**src/sv/ilha_pkg.sv**
```systemverilog
// Shared types and constants of the implicit list heap allocator.
package ilha_pkg;

	localparam int HEAP_BYTES  = 65536;
	localparam int STORE_DEPTH = HEAP_BYTES / 4;
	localparam int IDX_W       = $clog2(STORE_DEPTH);
	localparam int AW          = 20;
	localparam int TAG_W       = 18;

	localparam logic [TAG_W-1:0] PAD_TAG = 18'h1BEEF;
	localparam logic [TAG_W-1:0] PRO_TAG = 18'h00009;
	localparam logic [TAG_W-1:0] EPI_TAG = 18'h00001;

	localparam logic [1:0] ST_ALLOC = 2'd0;
	localparam logic [1:0] ST_FAIL  = 2'd1;
	localparam logic [1:0] ST_FREED = 2'd2;

	localparam logic [1:0] POL_FIRST = 2'd0;
	localparam logic [1:0] POL_NEXT  = 2'd1;
	localparam logic [1:0] POL_BEST  = 2'd2;

	localparam logic REG_FIT   = 1'b0;
	localparam logic REG_LIMIT = 1'b1;

	// Controller states.
	typedef enum logic [5:0] {
		S_CLEAR, S_IDLE, S_A_INIT, S_A_NFST, S_W_CHK, S_W_EVAL, S_W_END,
		S_PL_W0, S_PL_W1, S_PL_W2, S_PL_W3,
		S_G_RD1, S_G_RD2, S_G_CHK, S_G_W0, S_G_W1, S_G_W2,
		S_F_CHK, S_F_HDR, S_F_FTR, S_F_W0, S_F_W1, S_F_RDN, S_F_RDP, S_F_MRG,
		S_F_W2, S_F_W3, S_FIN_OK, S_FIN_FAIL, S_FIN_FREE
	} state_t;

	// Datapath micro-operations.
	typedef enum logic [5:0] {
		OP_NOP, OP_CLEAR, OP_LATCH, OP_A_INIT, OP_A_NFST, OP_W_CHK, OP_W_EVAL, OP_W_END,
		OP_PL_W0, OP_PL_W1, OP_PL_W2, OP_PL_W3,
		OP_G_RD1, OP_G_RD2, OP_G_CHK, OP_G_W0, OP_G_W1, OP_G_W2,
		OP_F_CHK, OP_F_HDR, OP_F_FTR, OP_F_W0, OP_F_W1, OP_F_RDN, OP_F_RDP, OP_F_MRG,
		OP_F_W2, OP_F_W3, OP_FIN_OK, OP_FIN_FAIL, OP_FIN_FREE
	} op_t;

	// Status flags from the datapath to the controller.
	typedef struct packed {
		logic clr_last;
		logic req_free;
		logic zero_req;
		logic nf;
		logic bf;
		logic end_pass;
		logic w_zero;
		logic w_hit;
		logic pass1;
		logic found;
		logic split;
		logic g_fail;
		logic bad;
	} ilha_stat_t;

endpackage

```
**src/sv/ilha_ctrl.sv**
```systemverilog
// Controller state machine of the allocator.
module ilha_ctrl import ilha_pkg::*; (
	input  logic       clk,
	input  logic       arst_n,
	input  logic       start,
	input  ilha_stat_t stat,
	output op_t        op,
	output logic       busy
);

	state_t state_q, state_nx;

	// State register.
	always_ff @(posedge clk or negedge arst_n) begin
		if (!arst_n) begin
			state_q <= S_CLEAR;
		end else begin
			state_q <= state_nx;
		end
	end

	// Next state.
	always_comb begin
		state_nx = state_q;
		case (state_q)
			S_CLEAR:    if (stat.clr_last) state_nx = S_IDLE;
			S_IDLE: begin
				if (start) state_nx = stat.req_free ? S_F_CHK : S_A_INIT;
			end
			S_A_INIT: begin
				if (stat.zero_req) state_nx = S_FIN_FAIL;
				else if (stat.nf) state_nx = S_A_NFST;
				else state_nx = S_W_CHK;
			end
			S_A_NFST:   state_nx = S_W_CHK;
			S_W_CHK:    state_nx = stat.end_pass ? S_W_END : S_W_EVAL;
			S_W_EVAL: begin
				if (stat.w_zero) state_nx = S_W_END;
				else if (stat.w_hit && !stat.bf) state_nx = S_PL_W0;
				else state_nx = S_W_CHK;
			end
			S_W_END: begin
				if (stat.nf && !stat.pass1) state_nx = S_W_CHK;
				else if (stat.bf && stat.found) state_nx = S_PL_W0;
				else state_nx = S_G_RD1;
			end
			S_PL_W0:    state_nx = S_PL_W1;
			S_PL_W1:    state_nx = stat.split ? S_PL_W2 : S_FIN_OK;
			S_PL_W2:    state_nx = S_PL_W3;
			S_PL_W3:    state_nx = S_FIN_OK;
			S_G_RD1:    state_nx = S_G_RD2;
			S_G_RD2:    state_nx = S_G_CHK;
			S_G_CHK:    state_nx = stat.g_fail ? S_FIN_FAIL : S_G_W0;
			S_G_W0:     state_nx = S_G_W1;
			S_G_W1:     state_nx = S_G_W2;
			S_G_W2:     state_nx = S_FIN_OK;
			S_F_CHK:    state_nx = stat.bad ? S_FIN_FAIL : S_F_HDR;
			S_F_HDR:    state_nx = stat.bad ? S_FIN_FAIL : S_F_FTR;
			S_F_FTR:    state_nx = stat.bad ? S_FIN_FAIL : S_F_W0;
			S_F_W0:     state_nx = S_F_W1;
			S_F_W1:     state_nx = S_F_RDN;
			S_F_RDN:    state_nx = S_F_RDP;
			S_F_RDP:    state_nx = S_F_MRG;
			S_F_MRG:    state_nx = S_F_W2;
			S_F_W2:     state_nx = S_F_W3;
			S_F_W3:     state_nx = S_FIN_FREE;
			S_FIN_OK, S_FIN_FAIL, S_FIN_FREE: state_nx = S_IDLE;
			default:    state_nx = S_IDLE;
		endcase
	end

	// Command to the datapath.
	always_comb begin
		busy = (state_q != S_IDLE);
		case (state_q)
			S_CLEAR:    op = OP_CLEAR;
			S_IDLE:     op = start ? OP_LATCH : OP_NOP;
			S_A_INIT:   op = OP_A_INIT;
			S_A_NFST:   op = OP_A_NFST;
			S_W_CHK:    op = OP_W_CHK;
			S_W_EVAL:   op = OP_W_EVAL;
			S_W_END:    op = OP_W_END;
			S_PL_W0:    op = OP_PL_W0;
			S_PL_W1:    op = OP_PL_W1;
			S_PL_W2:    op = OP_PL_W2;
			S_PL_W3:    op = OP_PL_W3;
			S_G_RD1:    op = OP_G_RD1;
			S_G_RD2:    op = OP_G_RD2;
			S_G_CHK:    op = OP_G_CHK;
			S_G_W0:     op = OP_G_W0;
			S_G_W1:     op = OP_G_W1;
			S_G_W2:     op = OP_G_W2;
			S_F_CHK:    op = OP_F_CHK;
			S_F_HDR:    op = OP_F_HDR;
			S_F_FTR:    op = OP_F_FTR;
			S_F_W0:     op = OP_F_W0;
			S_F_W1:     op = OP_F_W1;
			S_F_RDN:    op = OP_F_RDN;
			S_F_RDP:    op = OP_F_RDP;
			S_F_MRG:    op = OP_F_MRG;
			S_F_W2:     op = OP_F_W2;
			S_F_W3:     op = OP_F_W3;
			S_FIN_OK:   op = OP_FIN_OK;
			S_FIN_FAIL: op = OP_FIN_FAIL;
			S_FIN_FREE: op = OP_FIN_FREE;
			default:    op = OP_NOP;
		endcase
	end

endmodule

```
**config.mk**
```make
export PLATFORM = sky130hd
export DESIGN_NAME = ilha_ctrl
export DESIGN_NICKNAME = d
export VERILOG_FILES = /design/src/sv/ilha_pkg.sv /design/src/sv/ilha_ctrl.sv
export SDC_FILE = /design/constraint.sdc
export NUM_CORES = 1
export LEC_CHECK = 0
export ABC_AREA = 0
export BUFFER_PORTS_ARGS = -buffer_cell sky130_fd_sc_hd__buf_2
export CAP_MARGIN = 20
export CORE_MARGIN = 10
export CORE_UTILIZATION = 30
export CTS_BUF_LIST = sky130_fd_sc_hd__clkbuf_4 sky130_fd_sc_hd__clkbuf_8 sky130_fd_sc_hd__clkbuf_16
export DETAILED_ROUTE_END_ITERATION = 12
export SLEW_MARGIN = 30
export SYNTH_ARGS = -nofsm -noshare
export SYNTH_HDL_FRONTEND = slang
export SYNTH_SLANG_ARGS = --single-unit
```
**constraint.sdc**
```tcl
create_clock -name clk -period 4.46 [get_ports clk]
set_input_delay 0.446 -clock clk [delete_from_list [all_inputs] [get_ports clk]]
set_output_delay 0.446 -clock clk [all_outputs]
set_load 0.03 [all_outputs]
```
# After elaboration in Yosys (flattened, before gate mapping)
# Cells that the tools add are included.
# Widths: inputs -> output; s select.
dict set report totals {
  ff_bits 6
  word_cells 59
  input_bits 16
  output_inout_bits 7
}
dict set report classes {
  n_reduce_logical 8
  eq_ne 32
  n_mux 18
}
# cell n
set op_table {}
lappend op_table {{$pmux 6 s26} 1}
lappend op_table {{$pmux 5 s30} 1}
lappend op_table {{$eq 6x5->1 const B} 14}
lappend op_table {{$eq 6x4->1 const B} 8}
lappend op_table {{$eq 6x3->1 const B} 4}
lappend op_table {{$mux 4} 5}
lappend op_table {{$mux 5} 4}
lappend op_table {{$eq 6x2->1 const B} 2}
lappend op_table {{$mux 6} 2}
lappend op_table {{$mux 2} 4}
lappend op_table {{$eq 6x1->1 const B} 1}
lappend op_table {{$logic_not 6->1} 1}
lappend op_table {{$ne 6x1->1 const B} 1}
lappend op_table {{$ne 2x2->1 const B} 2}
lappend op_table {{$logic_and 1x1->1} 3}
lappend op_table {{$mux 3} 1}
lappend op_table {{$logic_not 1->1} 2}
lappend op_table {{$reduce_and 2->1} 1}
lappend op_table {{$reduce_or 2->1} 1}

# Logic depth before layout (Yosys ltp)
dict set report depth {
  depth_word 5
  depth_mapped 6
  mapped_depth_nobuf 4
}

# Worst setup path after synthesis
# Ideal clock, no wire load.
dict set report synth_timing {
  kind {flip-flop to output port}
  startpoint {register state_q[2]}
  endpoint {output op[4]}
  t_arrival_ns 1.638
  path_slack_ns 2.376
  path_buffers 3
  required_time_ns 4.014
  stages_incl_launch_ff 6
  cell_sequence {dfrtp_1 > buf_2 > buf_2 > buf_2 > nand3_1 > o21ai_0}
}
dict set report synth_between {
  elab_chain_len 2
  elab_cells_between_ends 31
  classes_between {eq/ne (29); mux (1); reduce/logical (1)}
}
# element line_no
set synth_rtl {}
lappend synth_rtl {{start: declaration} ilha_ctrl.sv:11} ;# state_t state_q, state_nx;
lappend synth_rtl {{start signal: assignment} ilha_ctrl.sv:18} ;# state_q <= state_nx;
lappend synth_rtl {{$eq 6x5->1, or another cell as far along} ilha_ctrl.sv:75} ;# case (state_q)
lappend synth_rtl {{$pmux 5 s30 *} ilha_ctrl.sv:75}
lappend synth_rtl {{end: declaration} ilha_ctrl.sv:7} ;# output op_t op,
# Every way passes the cells marked *; elsewhere a longest branch is shown, timed or not.

# Worst setup path after layout
dict set report layout_timing {
  startpoint {register state_q[2]}
  endpoint {output busy}
}
dict set report layout_between {
  elab_chain_len 1
}
# element line_no
set layout_rtl {}
lappend layout_rtl {{$ne 6x1->1} ilha_ctrl.sv:74} ;# busy = (state_q != S_IDLE);
lappend layout_rtl {{end: declaration} ilha_ctrl.sv:8} ;# output logic busy
# Every way passes these cells.

==> metrics.md <==
| Metric | Value |
|---|---|
| Run status | complete, no violations |
| Post-synth top area share | 15.8% |
| Max FO, Critical Path | 28 |
| Placeable core area | 2500 um2 |
| Number of endpoints failing setup at the final stage | 0 |
| Starting utilization of the core area | 31.6% |
| Number of flip-flops under the largest register name | 5 |
| Proportion of power drawn by the clock network | under 10% |
| Flop pwr share | between 20% and 30% |
| Power density relative to cell area | 764 nW/um2 |
| Post-Synthesis Mean Instance Area | 7.00 um2 |
| Total design power | 688 uW |
| Top library cells by usage in the layout, fill and taps aside | 21 x sky130_fd_sc_hd__buf_2, 9 x sky130_fd_sc_hd__nand2b_1 |
| Clock skew after layout | ~0.46 ps |
| Synthesis-to-layout area growth | 13.8% |
| Half-perimeter wire length of the detailed placement result | about 1.7 mm |
| Overall routing resource usage | 8.80% |
| Setup slack of the critical path after layout | 2190 ps |
| Design internal power | 289 uW |
| RSZ-0062 raised after global routing | no |
| Register bit count reported by yosys | 5 |
| TritonRoute pass-1 iters | 4 |
| Arrival time at the worst endpoint | 1820 ps |
| Input/output buffers | 21 |
| Pre-CTS worst setup slack | 2520 ps |
| Synthesized cell area | 791 um2 |
| Post-CTS resize count | 0 |
| Total CTS buffers | 3 |
| Transition time at the pin with the least slew margin | ~750 ps |
| TritonCTS sink count | 5 |
| Vias | 918 |
| Number of nets in the layout | 143 |
| Type of element capturing the critical path | output port |
| Final Cycle Share | 50.8% |
| Die Span X | around 70 um |
| Net Switching | 399 uW |
| Largest registers | state_q x5 |
| Number of standard cells after synthesis | 113 |
| Largest voltage drop on the vdd net | approximately 0.00035 V |
| Number of placement rows | 18 |
| Clock root cell | sky130_fd_sc_hd__clkbuf_4 |
| DRT antenna net count | 0 |
| Post-CTS Setup Repair Bufs | 0 |
| CTS tree | yes |
| Final hold viol count | 0 |
| TNS Setup | 0 ps |
| Largest net degree at the start of global routing | 29 |
| Sw Share | 58.0% |
| Number of library cell types mapped by synthesis | 44 |
| Global-route wire length before repair | 3.82 mm |
| Power share of the combinational group | 62.6% |
| Max clock buf depth | 2 |
| Worst Setup Path Type | reg -> out |
| Syn nets | 129 |
| Kind of start point of the critical path | flip-flop |
| Utilization after layout | 36.0% |
| Die footprint | 5090 um2 |
| Ys Warns | 0 |
| FFs w/ async S/R, synth | 100% |
| Min cycle time layout | roughly 2300 ps |
| Area after detailed placement | 870 um2 |
| Number of H-tree branching levels | 1 |
| Max_cap viols | 0 |
| Maximum clock frequency | roughly 440 MHz |
| Number of antenna violations at the first check in global routing | 0 |
| Source-to-sink clock delay at the later pin of the worst-skew pair | 240 ps |
| Antenna diode instance count | 0 |
| Final weighted congestion in routability-driven placement | 0.857 |
| Required arrival time at the worst endpoint | 4010 ps |
| Remaining global-route overflow | 0 |
| Final Cell Area | 900 um2 |
| Routed wire length | 2.31 mm |
| Sequential share of the synthesized area | 15.8% |
| Most frequent standard cell in the layout excluding fill and tap cells | sky130_fd_sc_hd__buf_2 |
| Main flop type after synthesis | sky130_fd_sc_hd__dfrtp_1 |
| Clock Pin Slew Worst Setup and Hold Paths | 40 ps |
| Leakage | 0.000374 uW |
| Number of synthesized flops with an enable pin | 0 |
| Slew Limit Headroom | 49.7% |
| Wire length per cell after detailed routing | 14.8 um |
| Drt drc | 0 |
| Hold-fix buffers at CTS | 0 |
| Most flop-heavy register | state_q |
| Worst hold path class | in -> async |
| Via/cell ratio | 5.88 |
| Most area-hungry cell type in the Yosys netlist | sky130_fd_sc_hd__dfrtp_1 |
| Final Max Tran Viols | 0 |
| Height of the die | about 70 um |
| I/O pin cnt | 23 |
| Leading cell types by total area after synthesis | sky130_fd_sc_hd__dfrtp_1 16%, sky130_fd_sc_hd__nand2b_1 7.1%, sky130_fd_sc_hd__buf_2 5.7%, sky130_fd_sc_hd__a21oi_1 4.4%, sky130_fd_sc_hd__o21ai_0 4.4% |
| Vias in the first global route | 800 |
| DR iter-0 viols | 40 |
| Share of layout cells above drive strength 1 | 21.4% |
-- layer usage --
| metal | part of all wire (%) | GRT usage [%] | vias to the layer above |
|---|---|---|---|
| met5 | 0 | 0 | - |
| met4 | 0 | 1.72 | 0 |
| met3 | 7.5 | 3.03 | 0 |
| met2 | 46 | 12.3 | 41 |
| met1 | 46 | 12.5 | 418 |
| li1 | - | - | 459 |
-- final timing paths --
path                                 start         end  slack (ps)  cells after the start
worst max-delay path            state_q[2]        busy        2190                      3
worst min-delay path                arst_n  state_q[0]          10                      1
worst max register to register  state_q[3]  state_q[3]        2550                      4
worst min register to register  state_q[2]  state_q[1]         950                      2
max in group asynchronous           arst_n  state_q[2]        4320                      1
min in group clk                  stat[12]  state_q[0]         500                      3
-- kinds of logic after synthesis --
group / count (synthesis) / share of synthesized area, %
AO/OA/AOI/OAI: 40 / 35.4
XOR/XNOR: 1 / 1.11
buffers and inverters: 18 / 10.9
flip-flops: 5 / 15.8
other: 1 / 0.474
AND/OR/NAND/NOR: 48 / 36.2
-- cell usage after synthesis (2+ instances only) --
cell                       number
sky130_fd_sc_hd__o22ai_1        3
sky130_fd_sc_hd__o21a_1         2
sky130_fd_sc_hd__nand2b_1       9
sky130_fd_sc_hd__a31oi_1        5
sky130_fd_sc_hd__o21ai_0        7
sky130_fd_sc_hd__buf_2          9
sky130_fd_sc_hd__inv_1          6
sky130_fd_sc_hd__dfrtp_1        5
sky130_fd_sc_hd__nor4bb_1       2
sky130_fd_sc_hd__nand3_1        4
sky130_fd_sc_hd__buf_4          2
sky130_fd_sc_hd__a211oi_1       3
sky130_fd_sc_hd__a21oi_1        7
sky130_fd_sc_hd__nor2b_1        2
sky130_fd_sc_hd__nor3_1         2
sky130_fd_sc_hd__or4b_1         2
sky130_fd_sc_hd__nor4_1         2
sky130_fd_sc_hd__and4b_1        2
sky130_fd_sc_hd__nor2_1         7
sky130_fd_sc_hd__a32oi_1        2
sky130_fd_sc_hd__nand2_1        7
-- critical path, cell delays in order (launching register included) --
cell	delay [ps]
sky130_fd_sc_hd__dfrtp_1	650
sky130_fd_sc_hd__nor4_1	610
sky130_fd_sc_hd__nand2_1	110
sky130_fd_sc_hd__buf_2	210
-- cell type report --
cell class              instances  area [um2]
fillers                       281        1600
multi-input cells              90         579
flip-flops and latches          5         125
repair buffers                 21         105
well taps                      30        37.5
clock buffers                   4        30.0
inverters                       6        22.5
-- power groups by stage --
stage	combinational [uW]	clock, uW	sequential (uW)
2_1_floorplan	450	0	87.0
3_3_place_gp	432	0	195
3_5_place_dp	431	0	197
4_1_cts	433	60.3	196
5_1_grt	480	65.7	215
6_report	431	57.2	200
-- metrics by stage --
| step | hold WS, ps | instances |
|---|---|---|
| floorplan | 150 | 113 |
| finish | 13.0 | 156 |
| CTS | 7.99 | 156 |
| global placement | 264 | 152 |
| detailed placement | 268 | 152 |
| global route | 4.13 | 156 |
(Power assumes the default switching activity.)
